<file path="config.mk">
export PLATFORM = sky130hd
export DESIGN_NAME = cyclic_partition_scheduler
export DESIGN_NICKNAME = d
export VERILOG_FILES = /design/src/rtl/cps_pkg.sv /design/src/rtl/cyclic_partition_scheduler.sv /design/src/rtl/cps_table.sv /design/src/rtl/cps_step_unit.sv
export SDC_FILE = /design/constraint.sdc
export NUM_CORES = 1
export LEC_CHECK = 0
export ABC_AREA = 1
export BUFFER_PORTS_ARGS = -buffer_cell sky130_fd_sc_hd__buf_4
export CORE_AREA = 2 2 173 175
export DETAILED_ROUTE_END_ITERATION = 10
export DIE_AREA = 0 0 175 177
export PLACE_DENSITY = 0.85
export SYNTH_ARGS = -nofsm -noshare
export SYNTH_HDL_FRONTEND = slang
export SYNTH_SLANG_ARGS = --single-unit
</file>
<file path="constraint.sdc">
create_clock -name clk -period 4.5 [get_ports clk]
set_input_delay 0.225 -clock clk [delete_from_list [all_inputs] [get_ports clk]]
set_output_delay 0.225 -clock clk [all_outputs]
set_load 0.03 [all_outputs]
</file>
<file path="src/rtl/cps_pkg.sv">
`timescale 1ns / 1ps

package cps_pkg;

  // Default sizes of the schedule
  localparam int DEF_MAX_CORES      = 4;
  localparam int DEF_MAX_WINDOWS    = 16;
  localparam int DEF_MAX_PARTITIONS = 16;

  // Partition entries are 5-bit two's complement; all ones marks idle
  localparam int          PART_W    = 5;
  localparam logic [4:0]  IDLE_PART = 5'h1f;

  // Configuration register indexes
  localparam logic [1:0] CFG_CORE_COUNT      = 2'd0;
  localparam logic [1:0] CFG_WINDOW_COUNT    = 2'd1;
  localparam logic [1:0] CFG_PARTITION_COUNT = 2'd2;

  // Request kinds
  localparam logic REQ_TICK = 1'b0;
  localparam logic REQ_LOAD = 1'b1;

  // Event kinds
  localparam logic [1:0] EV_STOP  = 2'd0;
  localparam logic [1:0] EV_START = 2'd1;
  localparam logic [1:0] EV_DONE  = 2'd2;

  // Verdict of the shared compare unit for one core
  typedef struct packed {
    logic differ;
    logic cur_valid;
    logic sched_valid;
  } step_t;

endpackage

</file>
<file path="src/rtl/cyclic_partition_scheduler.sv">
`timescale 1ns / 1ps

// Cyclic time-window partition scheduler. A load word (in_tuser = 1) writes one
// schedule table entry. A tick word (in_tuser = 0) applies the current window:
// the sequencer walks the active cores one at a time through a single shared
// compare unit. A core whose entry matches its current partition goes through
// the table read and compare states; a core that changes adds a start state to
// record the new partition or idle and place its start word, and a stop state
// comes first where a stop word for the old partition is due. The accept state
// before the walk and the window-done state after it complete the tick. The
// table read port is registered, so each core needs its read state before the
// compare. The input is not ready while a tick is in progress. Events leave
// through a one-word output register, so a stalled consumer holds the walk
// only where an event must be placed. The table comes out of reset as all
// idle by valid bits, with no clearing pass; configuration is to be written
// by the user only while idle, and the block itself does not enforce this.
module cyclic_partition_scheduler #(
  parameter int MAX_CORES      = cps_pkg::DEF_MAX_CORES,
  parameter int MAX_WINDOWS    = cps_pkg::DEF_MAX_WINDOWS,
  parameter int MAX_PARTITIONS = cps_pkg::DEF_MAX_PARTITIONS
) (
  input  logic        clk,
  input  logic        rst_n,
  // Configuration write port
  input  logic        cfg_we,
  input  logic [1:0]  cfg_addr,
  input  logic [4:0]  cfg_wdata,
  // Request stream
  input  logic        in_tvalid,
  output logic        in_tready,
  input  logic [15:0] in_tdata,   // [3:0] entry_window, [5:4] entry_core,
                                  // [10:6] entry_partition, [15:11] zero
  input  logic        in_tuser,   // [0] req_type
  // Event stream
  output logic        out_tvalid,
  input  logic        out_tready,
  output logic [15:0] out_tdata,  // [1:0] event_core, [5:2] event_partition,
                                  // [9:6] window_index, [15:10] zero
  output logic [1:0]  out_tuser,  // [1:0] event_kind
  output logic        out_tlast   // last word of the tick
);
  import cps_pkg::*;

  localparam int DEPTH = MAX_WINDOWS * MAX_CORES;
  localparam int AW    = (DEPTH > 1) ? $clog2(DEPTH) : 1;
  localparam int CW    = (MAX_CORES > 1) ? $clog2(MAX_CORES) : 1;
  localparam int CCW   = $clog2(MAX_CORES + 1);

  typedef enum logic [2:0] {
    S_IDLE,
    S_READ,
    S_CMP,
    S_STOP,
    S_START,
    S_DONE
  } state_t;

  // Input fields
  logic [3:0] in_window;
  logic [1:0] in_core;
  logic [4:0] in_part;
  assign in_window = in_tdata[3:0];
  assign in_core   = in_tdata[5:4];
  assign in_part   = in_tdata[10:6];

  // Configuration
  logic [2:0] core_count_r;
  logic [4:0] window_count_r;
  logic [4:0] partition_count_r;

  // Sequencer state
  state_t          state_r, state_nxt;
  logic [CW-1:0]   core_r, core_nxt;
  logic [CCW-1:0]  cores_r, cores_nxt;
  logic [3:0]      win_r, win_nxt;
  logic [3:0]      wcnt_r, wcnt_nxt;
  logic [4:0]      sched_r, sched_nxt;
  step_t           flags_r, flags_nxt;
  logic [4:0]      cur_r [MAX_CORES];
  logic            cur_we;
  logic [4:0]      cur_wdata;

  // Output register
  logic        out_valid_r, out_valid_nxt;
  logic [1:0]  out_kind_r, out_kind_nxt;
  logic [1:0]  out_core_r, out_core_nxt;
  logic [3:0]  out_part_r, out_part_nxt;
  logic [3:0]  out_win_r, out_win_nxt;
  logic        out_last_r, out_last_nxt;

  logic        out_free;
  logic        in_acc;
  logic [4:0]  cur_sel;
  step_t       verdict;
  logic [CCW-1:0] core_inc;
  logic        core_last;
  logic [3:0]  win_start;
  logic [4:0]  win_inc;

  // Table ports
  logic          tbl_we;
  logic [AW-1:0] tbl_waddr;
  logic [AW-1:0] tbl_raddr;
  logic [4:0]    tbl_rdata;

  assign in_tready = (state_r == S_IDLE);
  assign in_acc    = in_tvalid && in_tready;
  assign out_free  = !out_valid_r || out_tready;

  assign tbl_we    = in_acc && (in_tuser == REQ_LOAD) &&
                     (32'(in_window) < MAX_WINDOWS) && (32'(in_core) < MAX_CORES);
  assign tbl_waddr = AW'(32'(in_window) * MAX_CORES + 32'(in_core));
  assign tbl_raddr = AW'(32'(win_r) * MAX_CORES + 32'(core_r));

  cps_table #(
    .DEPTH (DEPTH),
    .AW    (AW)
  ) u_table (
    .clk     (clk),
    .rst_n   (rst_n),
    .wr_en   (tbl_we),
    .wr_addr (tbl_waddr),
    .wr_data (in_part),
    .rd_addr (tbl_raddr),
    .rd_data (tbl_rdata)
  );

  // One compare unit serves every core in turn
  assign cur_sel = cur_r[core_r];

  cps_step_unit #(
    .MAX_PARTITIONS (MAX_PARTITIONS)
  ) u_step (
    .sched           (tbl_rdata),
    .cur             (cur_sel),
    .partition_count (partition_count_r),
    .verdict         (verdict)
  );

  assign core_inc  = CCW'(core_r) + CCW'(1);
  assign core_last = (core_inc >= cores_r);
  // Counter always stays below the table size, but clamp for safety
  assign win_start = (32'(wcnt_r) >= MAX_WINDOWS) ? 4'd0 : wcnt_r;
  assign win_inc   = {1'b0, win_r} + 5'd1;

  always_comb begin
    state_nxt     = state_r;
    core_nxt      = core_r;
    cores_nxt     = cores_r;
    win_nxt       = win_r;
    wcnt_nxt      = wcnt_r;
    sched_nxt     = sched_r;
    flags_nxt     = flags_r;
    cur_we        = 1'b0;
    cur_wdata     = IDLE_PART;
    out_valid_nxt = out_valid_r && !out_tready;
    out_kind_nxt  = out_kind_r;
    out_core_nxt  = out_core_r;
    out_part_nxt  = out_part_r;
    out_win_nxt   = out_win_r;
    out_last_nxt  = out_last_r;

    case (state_r)
      S_IDLE: begin
        if (in_acc && (in_tuser == REQ_TICK)) begin
          // Latch the window and the clamped core count for this tick
          win_nxt  = win_start;
          core_nxt = '0;
          if (32'(core_count_r) > MAX_CORES) begin
            cores_nxt = CCW'(MAX_CORES);
          end else begin
            cores_nxt = CCW'(core_count_r);
          end
          if (core_count_r == 3'd0) begin
            state_nxt = S_DONE;
          end else begin
            state_nxt = S_READ;
          end
        end
      end
      S_READ: begin
        state_nxt = S_CMP;
      end
      S_CMP: begin
        sched_nxt = tbl_rdata;
        flags_nxt = verdict;
        if (!verdict.differ) begin
          // Core already runs its scheduled partition: advance
          if (core_last) begin
            state_nxt = S_DONE;
          end else begin
            core_nxt  = core_r + CW'(1);
            state_nxt = S_READ;
          end
        end else if (verdict.cur_valid) begin
          state_nxt = S_STOP;
        end else begin
          state_nxt = S_START;
        end
      end
      S_STOP: begin
        if (out_free) begin
          out_valid_nxt = 1'b1;
          out_kind_nxt  = EV_STOP;
          out_core_nxt  = 2'(core_r);
          out_part_nxt  = cur_sel[3:0];
          out_win_nxt   = win_r;
          out_last_nxt  = 1'b0;
          state_nxt     = S_START;
        end
      end
      S_START: begin
        if (!flags_r.sched_valid || out_free) begin
          cur_we = 1'b1;
          if (flags_r.sched_valid) begin
            cur_wdata     = sched_r;
            out_valid_nxt = 1'b1;
            out_kind_nxt  = EV_START;
            out_core_nxt  = 2'(core_r);
            out_part_nxt  = sched_r[3:0];
            out_win_nxt   = win_r;
            out_last_nxt  = 1'b0;
          end
          if (core_last) begin
            state_nxt = S_DONE;
          end else begin
            core_nxt  = core_r + CW'(1);
            state_nxt = S_READ;
          end
        end
      end
      S_DONE: begin
        if (out_free) begin
          out_valid_nxt = 1'b1;
          out_kind_nxt  = EV_DONE;
          out_core_nxt  = 2'd0;
          out_part_nxt  = 4'd0;
          out_win_nxt   = win_r;
          out_last_nxt  = 1'b1;
          // Advance the window counter, wrapping at the window count
          if ((win_inc >= window_count_r) || (32'(win_inc) >= MAX_WINDOWS)) begin
            wcnt_nxt = 4'd0;
          end else begin
            wcnt_nxt = win_inc[3:0];
          end
          state_nxt = S_IDLE;
        end
      end
      default: begin
        state_nxt = S_IDLE;
      end
    endcase
  end

  always_ff @(posedge clk) begin
    if (!rst_n) begin
      state_r           <= S_IDLE;
      wcnt_r            <= 4'd0;
      out_valid_r       <= 1'b0;
      core_count_r      <= 3'd1;
      window_count_r    <= 5'd1;
      partition_count_r <= 5'd0;
      for (int i = 0; i < MAX_CORES; i++) begin
        cur_r[i] <= IDLE_PART;
      end
    end else begin
      state_r     <= state_nxt;
      wcnt_r      <= wcnt_nxt;
      out_valid_r <= out_valid_nxt;
      if (cur_we) begin
        cur_r[core_r] <= cur_wdata;
      end
      if (cfg_we) begin
        case (cfg_addr)
          CFG_CORE_COUNT:      core_count_r      <= cfg_wdata[2:0];
          CFG_WINDOW_COUNT:    window_count_r    <= cfg_wdata;
          CFG_PARTITION_COUNT: partition_count_r <= cfg_wdata;
          default: ;
        endcase
      end
    end
    // Payload, no reset
    core_r     <= core_nxt;
    cores_r    <= cores_nxt;
    win_r      <= win_nxt;
    sched_r    <= sched_nxt;
    flags_r    <= flags_nxt;
    out_kind_r <= out_kind_nxt;
    out_core_r <= out_core_nxt;
    out_part_r <= out_part_nxt;
    out_win_r  <= out_win_nxt;
    out_last_r <= out_last_nxt;
  end

  assign out_tvalid = out_valid_r;
  assign out_tdata  = {6'd0, out_win_r, out_part_r, out_core_r};
  assign out_tuser  = out_kind_r;
  assign out_tlast  = out_last_r;

endmodule

</file>
<file path="src/rtl/cps_table.sv">
`timescale 1ns / 1ps

module cps_table #(
  parameter int DEPTH = 64,
  parameter int AW    = 6
) (
  input  logic                       clk,
  input  logic                       rst_n,
  input  logic                       wr_en,
  input  logic [AW-1:0]              wr_addr,
  input  logic [cps_pkg::PART_W-1:0] wr_data,
  input  logic [AW-1:0]              rd_addr,
  output logic [cps_pkg::PART_W-1:0] rd_data
);
  import cps_pkg::*;

  logic [PART_W-1:0] mem [DEPTH];
  logic [DEPTH-1:0]  vld_r;
  logic [PART_W-1:0] rd_data_r;
  logic              rd_vld_r;

  // Storage, no reset
  always_ff @(posedge clk) begin
    if (wr_en) begin
      mem[wr_addr] <= wr_data;
    end
    rd_data_r <= mem[rd_addr];
  end

  // Valid bits: an entry never written reads as idle
  always_ff @(posedge clk) begin
    if (!rst_n) begin
      vld_r    <= '0;
      rd_vld_r <= 1'b0;
    end else begin
      if (wr_en) begin
        vld_r[wr_addr] <= 1'b1;
      end
      rd_vld_r <= vld_r[rd_addr];
    end
  end

  assign rd_data = rd_vld_r ? rd_data_r : IDLE_PART;

endmodule

</file>
<file path="src/rtl/cps_step_unit.sv">
`timescale 1ns / 1ps

module cps_step_unit #(
  parameter int MAX_PARTITIONS = 16
) (
  input  logic [cps_pkg::PART_W-1:0] sched,
  input  logic [cps_pkg::PART_W-1:0] cur,
  input  logic [4:0]                 partition_count,
  output cps_pkg::step_t             verdict
);
  import cps_pkg::*;

  function automatic logic part_valid(input logic [PART_W-1:0] p,
                                      input logic [4:0] cnt);
    logic ok;
    ok = !p[PART_W-1] && ({1'b0, p[PART_W-2:0]} < cnt) &&
         (32'(p[PART_W-2:0]) < MAX_PARTITIONS);
    return ok;
  endfunction

  // Compare raw values; validity against the current partition count
  always_comb begin
    verdict.differ      = (sched != cur);
    verdict.cur_valid   = part_valid(cur, partition_count);
    verdict.sched_valid = part_valid(sched, partition_count);
  end

endmodule

</file>
==> run_results.csv <==
group,metric,value,unit
detailed_routing,routedWlPerCell,21.2,um
worst_setup_path,start_kind,"flip-flop",
floorplanning,io_pins,50,
detailed_routing,vias,13400,
worst_setup_path,cp_cell_sequence,"buf_12 > ha_1 > ha_1 > nand2_1 > o21ai_1 > a31oi_1 > inv_2 > nand2_1 > inv_1 > or3_1 > o21ai_1",
logic_synthesis,ys_ff_latch,460,
sta,slew_headroom,33.5,%
logic_synthesis,synth_edf_count,367,
power_and_ir_drop,power.density,571,mW/mm^2
hold_path,whs_endpoint,"window_count_r[0]$_SDFFE_PN1P_",
logic_synthesis,synthFlopType,"edfxtp_1",
placed_design,dp_cells,2049,
detailed_routing,postRouteAntennaNets,0,
hold_path,min-delay-start,"rst_n",
floorplanning,fp.dieH,177,um
worst_setup_path,crit_path_end_kind,"flip-flop",
worst_setup_path,cp.required,4.97,ns
logic_synthesis,ys_warn_count,0,
logic_synthesis,ys_top_cells_by_area,"edfxtp_1 (58%), dfxtp_1 (9.8%), nor2_1 (6.4%), nand2_1 (4.6%), o21ai_0 (2.8%)",
placed_design,gp_congestion,0.891,
detailed_routing,wirelength,45300,um
clock_network,cts_buffers,45,
worst_setup_path,worstPathArrival,3.38,ns
placed_design,port_buffers,38,
power_and_ir_drop,ir_drop,0.000411,V
floorplanning,core_area,0.0292,mm^2
clock_network,cts_max_path_buffers,3,
sta,max_freq,0.344,GHz
floorplanning,rows,63,
clock_network,clk_pin_slew,0.06,ns
worst_setup_path,rrSetupSlack,1.60,ns
global_route,track_usage,29.4,%
clock_network,htreeDepth,2,
worst_setup_path,reg2regPathDepth,11,
worst_setup_path,crit_path_top_delay_cell,"buf_12",
logic_synthesis,synth_top_area_cell,"edfxtp_1",
sta,tightestPinTransition,0.997,ns
logic_synthesis,synthCells,1698,
sta,min_period,2.90,ns
clock_network,cts_resized,0,
sta,hold_viol,0,
global_route,grt_pass1_vias,13100,
sta,skew,0.0253,ns
detailed_routing,drtPass1Iterations,9,
worst_setup_path,critPathKind,"flip-flop to flip-flop",
clock_network,clk_latency,0.57,ns
sta,final_max_slew_viol_count,0,
power_and_ir_drop,p_total,12.0,mW
sta,finalSetupTns,0,ns
final_layout,finalNonFillerCells,2138,
worst_setup_path,reg2reg_from,"core_r[0]$_DFFE_PN_",
worst_setup_path,cp_max_fo,149,
clock_network,cts.sinks,460,
detailed_routing,drt-vias-per-instance,6.28,
sta,finalSetupViolations,0,
clock_network,clockRootBuffer,"clkbuf_16",
logic_synthesis,avgSynthCellArea,11.2,um^2
hold_path,holdPathStages,2,
flow_run,drv_cap,0,
floorplanning,dieArea,0.0310,mm^2
global_route,overflow,0,
placed_design,dp_hpwl,26000,um
logic_synthesis,yosysSeqAreaShare,68.0,%
final_layout,final_common_cell,"edfxtp_1",
logic_synthesis,async_flop_share,0,%
sta,rsz0062_at_grt,"false",
clock_network,post_cts_buffers,0,
clock_network,cts_tree,"yes",
power_and_ir_drop,cellLeakagePower,7.44,nW
sta,fin_crit_sh,64.6,%
floorplanning,die_w,175,um
final_layout,synthToLayoutAreaGrowth,10.6,%
global_route,grt_max_degree,150,
worst_setup_path,cpPeakStageDelay,0.53,ns
logic_synthesis,synth_area,0.0189,mm^2
final_layout,final_cell_mix,"edfxtp_1 (367), nor2_1 (322), nand2_1 (230)",
final_layout,diodes,0,
outcome,status,"complete, no violations",
detailed_routing,first_iter_violations,2022,
logic_synthesis,synthDistinctLibCells,44,
global_route,grt_pass1_wl,70100,um
final_layout,final_layout_size_suffix_gt1_share,9.78,%
final_layout,final_nets,1757,
hold_path,worstHoldPathType,"primary input to flip-flop",
logic_synthesis,synth_top_area_share,58.2,%
floorplanning,initial_core_util,64.8,%
detailed_routing,post-route-drc-count,0,
global_route,antenna_found_initial,0,
## metal layers
layer	up-vias	GRT usage [%]	wire length (um)
met3	162	5.30	4940
met5	-	0	0
met2	894	49.3	21800
met4	0	12.6	1710
met1	6352	37.9	16800
li1	6022	-	-
## stage by stage
step           hold WS, ns  cell area (um^2)  worst slack [ns]  util [%]
2_1_floorplan        0.324             19000              2.43         -
3_5_place_dp         0.419             19400              1.67      66.3
6_report            0.0287             20900              1.60      71.6
3_3_place_gp         0.412             19400              1.72      66.3
5_1_grt             0.0436             20900              1.33      71.6
4_1_cts             0.0136             20900              1.61      71.6
## flip-flops by register name, summed over array words and instances, names as in the netlist, 5 cells and up, named ones only
| name | count |
|---|---|
| partition_count_r | 5 |
| window_count_r | 5 |
| u_table.vld_r | 64 |
| u_table.rd_data_r | 5 |
| u_table.mem | 320 |
| cur_r | 20 |
| sched_r | 5 |
## worst max-delay path, delay by kind of cell, from the launching register on
family / cells / cell delay, ns
buffers and inverters: 3 / 0.65
DFF: 1 / 0.44
AOI/OAI and AO/OA: 3 / 0.58
and+or+nand+nor: 3 / 0.47
adders and majority gates: 2 / 0.66
## power breakdown
group	switching, mW	internal, mW	total [mW]
Sequential	0.103	4.74	4.84
Combinational	2.38	0.961	3.34
Clock	1.57	2.20	3.78
## synthesized netlist by cell type (12+ instances only)
library cell	instances
a21oi_1	49
nor2_1	322
dfxtp_1	93
buf_2	34
nor3_1	15
o22ai_1	56
inv_1	88
ha_1	16
clkbuf_1	39
o221ai_1	56
edfxtp_1	367
nand2_1	230
o21ai_0	107
o31ai_1	18
inv_2	18
buf_4	14
nor2_2	12
nand3_1	58
o21ai_1	41
## final cells by class
class                   instances  area, um^2
flip-flops and latches        460       12900
fillers                      1866        8300
multi-input cells            1040        5200
clock buffers                  58        1220
well taps                     390         488
repair buffers                 57         468
inverters                     108         413
clock inverters                25         272
## worst max-delay path by stage
| stage | start | to | depth (start not counted) |
|---|---|---|---|
| after floorplan | core_r[0]$_DFFE_PN_ | core_r[1]$_DFFE_PN_ | 10 |
| after global placement | core_r[0]$_DFFE_PN_ | core_r[1]$_DFFE_PN_ | 11 |
| after detailed placement | core_r[0]$_DFFE_PN_ | core_r[1]$_DFFE_PN_ | 11 |
| after CTS | core_r[0]$_DFFE_PN_ | flip-flop | 11 |
| after global routing | core_r[0]$_DFFE_PN_ | flip-flop | 11 |
| final | core_r[0]$_DFFE_PN_ | flip-flop | 11 |
## cell families after synthesis
logic type | count (synthesis) | share of synthesized area, %
simple gates | 668 | 15.0
flops | 460 | 68.0
compound gates | 348 | 11.2
buf+inv | 203 | 4.59
fa+ha+maj | 16 | 1.06
xor+xnor | 2 | 0.0925
other cells | 1 | 0.0198
## timing repair
| item | CTS | global route |
|---|---|---|
| setup endpoints to repair | 0 | 0 |
| hold endpoints to repair | 9 | 0 |
| hold buffers | 6 | 0 |
Power figures use the tool's default switching activity.
